[config.mk]
export PLATFORM = sky130hd
export DESIGN_NAME = lwpg_front_flat
export DESIGN_NICKNAME = d
export VERILOG_FILES = /design/src/rtl/core/lwpg_pkg.sv /design/src/rtl/core/lwpg_if.sv /design/src/rtl/core/lwpg_front.sv /design/src/flat_wrapper.sv
export SDC_FILE = /design/constraint.sdc
export NUM_CORES = 1
export LEC_CHECK = 0
export ABC_AREA = 1
export BUFFER_PORTS_ARGS = -buffer_cell sky130_fd_sc_hd__buf_4
export CAP_MARGIN = 20
export CORE_MARGIN = 5
export CORE_UTILIZATION = 50
export CTS_CLUSTER_DIAMETER = 200
export DETAILED_ROUTE_END_ITERATION = 8
export PLACE_DENSITY = 0.8
export SLEW_MARGIN = 5
export SYNTH_ARGS = -nofsm -noshare
export SYNTH_HDL_FRONTEND = slang
export SYNTH_SLANG_ARGS = --single-unit
[constraint.sdc]
create_clock -name clock -period 12.48 [get_ports clock]
set_input_delay 3.744 -clock clock [delete_from_list [all_inputs] [get_ports clock]]
set_output_delay 3.744 -clock clock [all_outputs]
set_load 0.01 [all_outputs]
[src/rtl/core/lwpg_pkg.sv]
package lwpg_pkg;

   // core population and derived widths
   localparam int NUM_CORES = 16;
   localparam int IDX_W     = (NUM_CORES > 1) ? $clog2(NUM_CORES) : 1;
   localparam int TOP_W     = $clog2(NUM_CORES + 1);

   // field widths
   localparam int CORE_W  = 4;
   localparam int BUSY_W  = 32;
   localparam int TICK_W  = 48;
   localparam int CNT_W   = 16;
   localparam int GAIN_W  = 8;
   localparam int PST_W   = 3;
   localparam int OTOP_W  = 5;
   localparam int NEED_W  = CNT_W + 1;
   localparam int CSR_IDX_W  = 3;
   localparam int CSR_DATA_W = TICK_W;

   // shallowest and deepest P-state codes
   localparam logic [PST_W-1:0] PSTATE_TOP  = '0;
   localparam logic [PST_W:0]   PSTATE_LAST = 4'd7;

   localparam logic [CNT_W-1:0] CNT_MAX = '1;

   // register indexes
   localparam logic [CSR_IDX_W-1:0] REG_WINDOW_TICKS    = 3'd0;
   localparam logic [CSR_IDX_W-1:0] REG_STEP_UP_TICKS   = 3'd1;
   localparam logic [CSR_IDX_W-1:0] REG_STEP_DOWN_TICKS = 3'd2;
   localparam logic [CSR_IDX_W-1:0] REG_LOW_WINDOW_BASE = 3'd3;
   localparam logic [CSR_IDX_W-1:0] REG_BUSY_CORE_GAIN  = 3'd4;
   localparam logic [CSR_IDX_W-1:0] REG_DEEPEST_STATE   = 3'd5;

   // register reset values
   localparam logic [CNT_W-1:0]  RST_LOW_WINDOW_BASE = 16'd4;
   localparam logic [GAIN_W-1:0] RST_BUSY_CORE_GAIN  = 8'd1;
   localparam logic [PST_W-1:0]  RST_DEEPEST_STATE   = 3'd7;

   // job kinds set by the front end
   localparam logic [1:0] JOB_REPORT = 2'd0;
   localparam logic [1:0] JOB_RESET  = 2'd1;
   localparam logic [1:0] JOB_SKIP   = 2'd2;

   localparam int QUEUE_DEPTH = 2;

   typedef struct packed {
      logic [1:0]        kind;
      logic [CORE_W-1:0] core;
      logic [BUSY_W-1:0] busy;
      logic [BUSY_W-1:0] idle;
   } job_type;

endpackage

[src/rtl/core/lwpg_if.sv]
interface lwpg_req_if import lwpg_pkg::*; ();
   logic              valid;
   logic              ready;
   logic              action;
   logic [CORE_W-1:0] core_index;
   logic [BUSY_W-1:0] busy_ticks;
   logic [BUSY_W-1:0] idle_ticks;

   modport source (output valid, output action, output core_index, output busy_ticks,
                   output idle_ticks, input ready);
   modport sink   (input valid, input action, input core_index, input busy_ticks,
                   input idle_ticks, output ready);
endinterface


[src/rtl/core/lwpg_front.sv]
module lwpg_front import lwpg_pkg::*; (
   input  logic       clock,
   input  logic       reset,
   lwpg_req_if.sink   req_ch,
   output logic       job_valid,
   input  logic       job_pop,
   output job_type    job
);

   job_type    queue_ff [QUEUE_DEPTH];
   logic       wr_ptr_ff, wr_ptr_in;
   logic       rd_ptr_ff, rd_ptr_in;
   logic [1:0] count_ff, count_in;
   job_type    entry;
   logic       push;

   assign req_ch.ready = (count_ff < 2'(QUEUE_DEPTH));
   assign push         = req_ch.valid && req_ch.ready;
   assign job_valid    = (count_ff != 2'd0);
   assign job          = queue_ff[rd_ptr_ff];

   // classify the beat
   always_comb begin
      entry.core = req_ch.core_index;
      entry.busy = req_ch.busy_ticks;
      entry.idle = req_ch.idle_ticks;
      if (req_ch.action) begin
         entry.kind = JOB_RESET;
      end else if (32'(req_ch.core_index) >= NUM_CORES) begin
         entry.kind = JOB_SKIP;
      end else begin
         entry.kind = JOB_REPORT;
      end
   end

   always_comb begin
      wr_ptr_in = push ? ~wr_ptr_ff : wr_ptr_ff;
      rd_ptr_in = job_pop ? ~rd_ptr_ff : rd_ptr_ff;
      count_in  = count_ff + 2'(push) - 2'(job_pop);
   end

   always_ff @(posedge clock) begin
      if (reset) begin
         wr_ptr_ff <= 1'b0;
         rd_ptr_ff <= 1'b0;
         count_ff  <= 2'd0;
      end else begin
         wr_ptr_ff <= wr_ptr_in;
         rd_ptr_ff <= rd_ptr_in;
         count_ff  <= count_in;
      end
   end

   always_ff @(posedge clock) begin
      if (push) begin
         queue_ff[wr_ptr_ff] <= entry;
      end
   end

endmodule

[src/flat_wrapper.sv]
// flat-port wrapper written by rule: the top's interface ports become plain ports
module lwpg_front_flat import lwpg_pkg::*;
  (clock, reset, job_valid, job_pop, job, req_ch_valid, req_ch_action, req_ch_core_index, req_ch_busy_ticks, req_ch_idle_ticks, req_ch_ready);
  lwpg_req_if req_ch_i ();
  input  logic clock;
  input  logic reset;
  output logic job_valid;
  input  logic job_pop;
  output job_type job;
  input wire logic [$bits(req_ch_i.valid)-1:0] req_ch_valid;
  input wire logic [$bits(req_ch_i.action)-1:0] req_ch_action;
  input wire logic [$bits(req_ch_i.core_index)-1:0] req_ch_core_index;
  input wire logic [$bits(req_ch_i.busy_ticks)-1:0] req_ch_busy_ticks;
  input wire logic [$bits(req_ch_i.idle_ticks)-1:0] req_ch_idle_ticks;
  output wire logic [$bits(req_ch_i.ready)-1:0] req_ch_ready;
  assign req_ch_i.valid = req_ch_valid;
  assign req_ch_i.action = req_ch_action;
  assign req_ch_i.core_index = req_ch_core_index;
  assign req_ch_i.busy_ticks = req_ch_busy_ticks;
  assign req_ch_i.idle_ticks = req_ch_idle_ticks;
  assign req_ch_ready = req_ch_i.ready;
  lwpg_front u_core (.clock(clock), .reset(reset), .req_ch(req_ch_i), .job_valid(job_valid), .job_pop(job_pop), .job(job));
endmodule
==> impl_results.md, run 1 <==
* Clk sinks at 143
* Initial antenna violation count at 0
* Dominant synthesized flop cell: edfxtp_1
* Vias at 2685
* CTS Hold Buffers Added at 0
* Post-synthesis mux area share at 0.155
* Vias in the first global route at roughly 2900
* Max Clk Rate at between 0.15 and 0.2 GHz
* Worst slew pin tran at about 0.95 ns
* Clk slew on worst S/H paths at approximately 0.060 ns
* Post-cts gate resize count at 0
* Drt wl/cell at 16.8 µm
* Iter 0 DRT Violations at 105
* Cell row count at 37
* Cells after Synth at between 200 and 250
* MaxCap Viol Count at 0
* Via density at between 4 and 5
* Setup crit start kind: register
* Synth Area in Adders at 0.00238
* First-pass GRT wire length at 14400 µm
* Share of cells above drive strength 1 at 0.595
* Post-CTS Setup Inserts at 0
* Synthesis-to-layout area growth at 34.1%
* CTS Buf Count at 17
* Core footprint at approximately 10000 µm²
* WL final at roughly 9200 µm
* Largest net degree at the start of global routing at 70
* Die Ht at about 110 µm
* DIE AREA at 12600 µm²
* Post-synthesis simple-gate area fraction at 0.0103
* Initial Utilization at 0.511
* Setup CP Type: reg2out
* Pwr dens at ~170 nW/µm²
* CTS Buffer Depth at 2
* Slew HR at 0.365
* Final period utilization at 0.468
* Synth top area cells: edfxtp_1, mux2_2, mux2_4, dfxtp_1, nor2_1
* DIE WIDTH at ~110 µm
* Clock Root Buffer: clkbuf_8
* XOR/XNOR share of the synthesized area at 0.00167
* GR Overflow Total at 0
* Final RePlAce weighted congestion at roughly 0.71
* Largest family of logic cells by synthesized area: multiplexers
* RSZ-0062 raised after global routing: no
* Worst min path class: reg2reg
* Count leader, synth: edfxtp_1
* Compound-cell area share of the yosys netlist at 0.00286
* Max-slew violation count at 0
* Setup Skew at between 0.005 and 0.006 ns
* Async SR Flop Fraction at 0
* Reg2reg setup slack at about 10 ns
* Total GRT Usage at 0.150
* YS warnings at 0
* CP Data Arrival Time at 2.09 ns
* Worst vdd ir at between 0.1 and 0.15 mV
* Drt first pass iters at 4
* ANT cells at 0
* Max H-tree Level at 4
* Crit Path Max Fanout at 69
* CP Data Required Time at about 8.7 ns
* Fraction of the yosys area taken by sequential cells at 0.809
* Post-synth cell types at 17
* Post-Syn Nets at approximately 320
* Area share of the largest cell type after synthesis at 0.790
* Mapped Area at around 5200 µm²
* DP HPWL at between 6000 and 7000 µm
* Post-synth EDFFs at about 140
* Commonest cells in the netlist: edfxtp_1, mux2_2, mux2_4
* DR DRC count at 0
* Final hold vios at 0
* CP endpoint kind: primary output
* Post-DRT Antenna Nets at 0
* Largest area contributor in the netlist: edfxtp_1
* Setup TNS at 0 ns
* PortBufs at approximately 140
* Final Instance Count excl. Fillers at ~550
* Finish-stage setup viols at 0
* Status: complete, no violations
* Pleak at about 2.7 nW
* Nets at 477
* Minimum clock period after layout at between 5 and 6 ns
* Yosys reg bits at 143
* Dpl cells at 520
* Clk_lat worst skew at a little over 0.5 ns
* Io pins at ~150
* Syn Area/Cell at roughly 21 µm²
* CTS tree: yes
[cells in the final DEF, fill, tap and decap left out]
cell type	n
clkinv_1	1
mux2_4	10
bufinv_16	3
nor2_4	2
dfxtp_4	1
o21ai_0	2
nor2_1	7
mux2_2	59
inv_1	7
clkbuf_16	16
nand2_1	4
clkinv_2	2
clkbuf_8	1
a21oi_1	1
nand3_1	1
edfxtp_1	138
ha_1	1
buf_4	145
conb_1	1
clkinvlp_4	3
clkinv_4	5
xnor2_1	1
dfxtp_1	4
[worst max-delay path, cell delays in order, from the launching register on]
cell and delay [ns]:
dfxtp_4 0.96, mux2_2 0.43, buf_4 0.14
[layout make-up]
type / instances / area (µm²)
repair buffers: 145 / 1090
fillers: 696 / 3240
clock inverters: 14 / 170
inverters: 7 / 26.3
well taps: 136 / 170
clock buffers: 17 / 414
multi-input cells: 89 / 923
flip-flops and latches: 143 / 4250
[where the power goes]
part	leakage (nW)	internal, mW	total, mW	switching (mW)
clock network	0.277	0.303	0.486	0.183
logic	1.07	0.0778	0.139	0.0612
registers	1.32	0.565	0.580	0.0157
total	2.67	0.945	1.21	0.260
[metrics by stage]
step | setup WS (ns) | hold slack, ns | util | area [µm²] | total power, mW
CTS | 6.59 | 0.521 | 0.685 | 7040 | 1.22
global route | 6.52 | 0.548 | 0.685 | 7040 | 1.25
detailed placement | 6.72 | 0.507 | 0.628 | 6460 | 0.733
floorplan | 5.25 | 0.475 | - | 5250 | 0.659
finish | 6.64 | 0.515 | 0.685 | 7040 | 1.21
global placement | 6.78 | 0.490 | 0.628 | 6460 | 0.728
[kinds of logic (layout without fill, tap and decap cells)]
family	Yosys count	after routing
DFF	143	143
muxes	69	69
buffers and inverters	16	183
and+or+nand+nor	14	14
AOI/OAI and AO/OA	3	3
adders and majority gates	1	1
other	1	1
xor gates and xnor gates	1	1
[routing by layer]
layer | global-route usage | up-vias | part of all wire
met5 | 0 | - | 0
met4 | 0.0625 | 0 | 0.016
met2 | 0.248 | 112 | 0.50
met1 | 0.174 | 1291 | 0.40
met3 | 0.0598 | 17 | 0.083
li1 | - | 1265 | -
[final timing paths]
path,start,to,depth (start not counted)
worst max-delay path,register,job[50],2
worst min-delay path,u_core.rd_ptr_ff,register,2
worst max register to register,u_core.count_ff[1],u_core.queue_ff[0][8],4
worst min register to register,u_core.rd_ptr_ff,register,2
[flip-flops by register name, summed over array words and instances, names as in the netlist, named ones only]
signal / count
u_core.queue_ff: 138
u_core.count_ff: 2
u_core.rd_ptr_ff: 1
u_core.wr_ptr_ff: 1
Power figures use the tool's default switching activity.
==> inputs of run 2 (changes only) <==
==> constraint.sdc (replaced) <==
create_clock -name clock -period 5.4 [get_ports clock]
set_input_delay 1.62 -clock clock [delete_from_list [all_inputs] [get_ports clock]]
set_output_delay 1.62 -clock clock [all_outputs]
set_load 0.01 [all_outputs]
==> run 2 against run 1 <==
Against the previous run: utilization increased by 0.24 points; routed wire length rose by 3.7%; sequential share of layout area down 0.21 points; worst hold slack gained 0.0084 ns; critical path depth stayed put; first-iteration DRC count increased by 3.8%; cell area is 0.36% higher; die area is the same; sequential cell count is the same; non-clock buffer count is the same; power rose by 140%; critical endpoint is now job[7].
==> impl_results.md, run 2 (synthesis results as in run 1) <==
* Pleak at between 2 and 3 nW
* First-pass GRT wire length at between 15000 and 20000 µm
* GR Overflow Total at 0
* Die Ht at about 110 µm
* Clk sinks at 143
* Total GRT Usage at 0.156
* CP peak stage delay at a little under 1 ns
* Placement Cell Area at 6460 µm²
* Slew HR at 0.346
* Share of cells above drive strength 1 at 0.593
* Max-slew violation count at 0
* Cell row count at 37
* Io pins at 145
* Most frequent standard cell in the layout excluding fill and tap cells: buf_4
* Reg2Reg Depth at 4
* DIE WIDTH at ~110 µm
* DIE AREA at between 10000 and 15000 µm²
* Post-DRT Antenna Nets at 0
* Largest net degree at the start of global routing at 70
* Iter 0 DRT Violations at ~110
* Max Clk Rate at about 0.27 GHz
* Synthesis-to-layout area growth at 34.6%
* Crit Path Max Fanout at between 60 and 70
* CTS tree: yes
* Minimum clock period after layout at ~3.8 ns
* Worst hold margin at between 0.5 and 0.6 ns
* Post-CTS Setup Inserts at 0
* Clk slew on worst S/H paths at roughly 0.060 ns
* CP endpoint kind: primary output
* Vias in the first global route at between 3000 and 4000
* Slowest-stage cell, CP: dfxtp_4
* Vias at 2686
* Fill count at 673
* Drt first pass iters at 4
* Setup crit start kind: register
* Status: complete, no violations
* Clock Root Buffer: clkbuf_8
* Setup TNS at 0 ns
* Hold Path Cell Cnt at 2
* Most frequent cells in the layout: buf_4, edfxtp_1, mux2_2
* Nets at ~480
* Largest register FFs at between 100 and 150
* Clk_lat worst skew at about 0.5 ns
* Core footprint at around 10000 µm²
* MaxCap Viol Count at 0
* CP cell instances: mux2_2 > buf_4
* Final RePlAce weighted congestion at 0.732
* Layout Utilization at 0.687
* PortBufs at 143
* Worst min path class: reg2reg
* CP Data Arrival Time at 2.14 ns
* CTS Buffer Depth at 2
* RSZ-0062 raised after global routing: no
* Post-cts gate resize count at 0
* Most flops, register: u_core.queue_ff
* WL final at between 9000 and 10000 µm
* Max H-tree Level at 4
* Initial antenna violation count at 0
* ANT cells at 0
* CTS Hold Buffers Added at 0
* Initial Utilization at 0.511
* Final Instance Count excl. Fillers at roughly 550
* Finish-stage setup viols at 0
* Setup CP Type: reg2out
* CP Data Required Time at ~3.8 ns
* DP HPWL at about 6400 µm
* Reg2reg setup slack at 3.21 ns
* Final period utilization at 0.695
* Drt wl/cell at roughly 17 µm
* Setup Skew at approximately 0.0067 ns
* Biggest regs: u_core.queue_ff (138), u_core.count_ff (2)
* Final instance area at between 7000 and 8000 µm²
* CP Depth at 2
* Tot Pwr at ~2.9 mW
* Final WS setup at 1.64 ns
* Dpl cells at 520
* Worst vdd ir at roughly 0.27 mV
* Final hold vios at 0
* Via density at just under 5
* CTS Buf Count at 17
* Worst slack, placed at just under 2 ns
* Pwr dens at 404 nW/µm²
* Cell family with most CP delay: flip-flops
* CP bufs+invs at 1
* DR DRC count at 0
* Worst slew pin tran at between 0.9 and 1 ns
-- run 2: cell count changes in the layout (fill, tap and decap cells not counted), sizes merged --
| cell | change |
|---|---|
| clkinv | -4 |
| bufinv | +2 |
-- run 2: final timing paths --
kind,start,endpoint
setup / recovery,register,job[7]
hold / removal,u_core.rd_ptr_ff,register
setup reg to reg,u_core.count_ff[1],u_core.queue_ff[1][9]
hold reg to reg,u_core.rd_ptr_ff,register
-- run 2: power breakdown --
group	internal (mW)	total [mW]	switching [mW]	leakage, nW
combinational	0.180	0.322	0.142	1.07
sequential	1.31	1.34	0.0373	1.32
clock	0.785	1.19	0.408	0.289
-- run 2: layout make-up --
cell class | instances | area [µm²] | area share
Clock inverter | 12 | 195 | 0.0276
Tap cell | 136 | 170 | 0.0241
Sequential cell | 143 | 4250 | 0.601
Inverter | 7 | 26.3 | 0.00372
Multi-Input combinational cell | 89 | 923 | 0.131
Timing Repair Buffer | 145 | 1090 | 0.154
Clock buffer | 17 | 414 | 0.0586
-- run 2: tightest hold or removal path: stages, from the launching register on --
cell	delay [ns]
dfxtp_1	0.33
xnor2_1	0.09
nor2_1	0.07
-- run 2: metal layers --
metal  part of all wire  GRT usage  vias to the layer above  wire [µm]
met5                  0          0                        -          0
met4              0.016     0.0625                        0        150
met3              0.079     0.0561                       12        760
li1                   -          -                     1260          -
met2               0.51      0.267                      108       4870
met1               0.40      0.179                     1306       3810
==> inputs of run 3 (changes only) <==
==> constraint.sdc (replaced) <==
create_clock -name clock -period 3.83 [get_ports clock]
set_input_delay 1.149 -clock clock [delete_from_list [all_inputs] [get_ports clock]]
set_output_delay 1.149 -clock clock [all_outputs]
set_load 0.01 [all_outputs]
==> run 3 against run 2 <==
Against the previous run: non-clock buffer count did not move; sequential cell count is the same; routed wire length is 0.45% higher; global-route usage decreased by 0.18 points; critical endpoint is now job[47]; largest cell class unchanged; highest routed layer unchanged.
==> impl_results.md, run 3 (synthesis results as in run 1) <==
* Worst Setup EP: job[47]
* Clk slew on worst S/H paths at around 0.06 ns
* Biggest regs: u_core.queue_ff (138), u_core.count_ff (2)
* Total GRT Usage at 0.154
* Final RePlAce weighted congestion at between 0.7 and 0.8
* Largest register FFs at 138
* Core footprint at 10300 µm²
* Reg2Reg Depth at 4
* Max-slew violation count at 0
* First-pass GRT wire length at roughly 15000 µm
* DIE WIDTH at 112 µm
* Clock Root Buffer: clkbuf_8
* Final period utilization at 0.861
* Post-CTS Setup Inserts at 0
* Crit Path Max Fanout at 69
* Setup Skew at ~0.0083 ns
* Nets at roughly 480
* Post-cts gate resize count at 0
* Pwr dens at 547 nW/µm²
* Via density at 4.94
* WL final at 9630 µm
* RSZ-0062 raised after global routing: no
* Most flops, register: u_core.queue_ff
* PortBufs at ~140
* R2R Path End: u_core.queue_ff[1][55]
* Synthesis-to-layout area growth at 33.9%
* Setup crit start kind: register
* CTS Buffer Depth at 2
* DIE AREA at approximately 13000 µm²
* Pleak at 2.66 nW
* CP endpoint kind: primary output
* CTS tree: yes
* Cell row count at 37
* Io pins at about 150
* CP Data Required Time at around 2.7 ns
* Largest net degree at the start of global routing at 70
* CP Data Arrival Time at 2.15 ns
* Max Clk Rate at about 0.30 GHz
* Worst vdd ir at 0.332 mV
* DP HPWL at between 6000 and 7000 µm
* Finish-stage setup viols at 0
* Initial antenna violation count at 0
* DR DRC count at 0
* Clk_lat worst skew at between 0.5 and 0.6 ns
* Layout Utilization at 0.684
* Initial Utilization at 0.511
* Minimum clock period after layout at about 3.3 ns
* Drt first pass iters at 4
* Setup CP Type: reg2out
* Post-DRT Antenna Nets at 0
* Final hold vios at 0
* Worst slew pin tran at between 0.9 and 1 ns
* CTS Buf Count at 17
* Max H-tree Level at 4
* Dpl cells at 520
* Reg2reg setup slack at between 1.5 and 2 ns
* Vias in the first global route at about 3000
* Clk sinks at ~140
* MaxCap Viol Count at 0
* GR Overflow Total at 0
* Final Instance Count excl. Fillers at ~550
* Reg2reg start: u_core.count_ff[1]
* Slew HR at 0.334
* Most frequent cells in the layout: buf_4, edfxtp_1, mux2_2
* Worst min path class: reg2reg
* ANT cells at 0
* Most frequent standard cell in the layout excluding fill and tap cells: buf_4
* Status: complete, no violations
* Share of cells above drive strength 1 at 0.584
* Iter 0 DRT Violations at 121
* CTS Hold Buffers Added at 0
* Drt wl/cell at ~17 µm
* Vias at about 2700
* Die Ht at around 110 µm
-- run 3: cell count changes in the layout (fill, tap and decap cells not counted) --
cell        delta
bufinv_16      -3
clkbuf_1       +3
buf_12         +2
buf_4          -2
clkinv_1       +2
clkinvlp_4     +1
-- run 3: report_power, final --
part / internal, mW / switching [mW]
combinational: 0.259 / 0.203
clock: 0.916 / 0.576
sequential: 1.84 / 0.0521
-- run 3: area by class of cell --
class                           count  area, µm²
Timing Repair Buffer              145       1110
Inverter                            7       26.3
Clock inverter                     12        120
Tap cell                          136        170
Fill cell                         698       3250
Multi-Input combinational cell     89        923
Sequential cell                   143       4250
Clock buffer                       20        425
-- run 3: metal layers --
layer | routed length [µm] | GRT usage | share of wire | vias to the layer above
met1 | 3750 | 0.177 | 0.39 | 1340
met3 | 760 | 0.0615 | 0.079 | 14
met5 | 0 | 0 | 0 | -
li1 | - | - | - | 1265
met4 | 112 | 0.0553 | 0.012 | 0
met2 | 5010 | 0.262 | 0.52 | 108
-- run 3: worst max-delay path: stages, from the launching register on --
cell	delay, ns
dfxtp_4	0.97
mux2_2	0.44
buf_4	0.15
-- run 3: worst min-delay path by stage --
| stage | start | end | slack, ns | depth (start not counted) |
|---|---|---|---|---|
| final | u_core.rd_ptr_ff | register | 0.52 | 2 |
| after global routing | u_core.rd_ptr_ff | register | 0.56 | 2 |
| after detailed placement | u_core.rd_ptr_ff | register | 0.51 | 2 |
| after CTS | u_core.rd_ptr_ff | register | 0.52 | 2 |
| after global placement | u_core.rd_ptr_ff | u_core.rd_ptr_ff | 0.50 | 2 |
| after floorplan | u_core.wr_ptr_ff | u_core.wr_ptr_ff | 0.48 | 2 |
-- run 3: per-stage QoR --
stage | power [mW] | setup slack, ns | hold slack (ns) | cell area (µm²) | TNS (ns)
2_1_floorplan | 2.15 | -0.804 | 0.475 | 5250 | -110.99
3_3_place_gp | 2.38 | 1.06 | 0.497 | 6480 | 0
3_5_place_dp | 2.39 | 1.06 | 0.507 | 6480 | 0
4_1_cts | 3.89 | 0.492 | 0.522 | 7030 | 0
5_1_grt | 4.00 | 0.428 | 0.558 | 7030 | 0
6_report | 3.85 | 0.532 | 0.517 | 7030 | 0
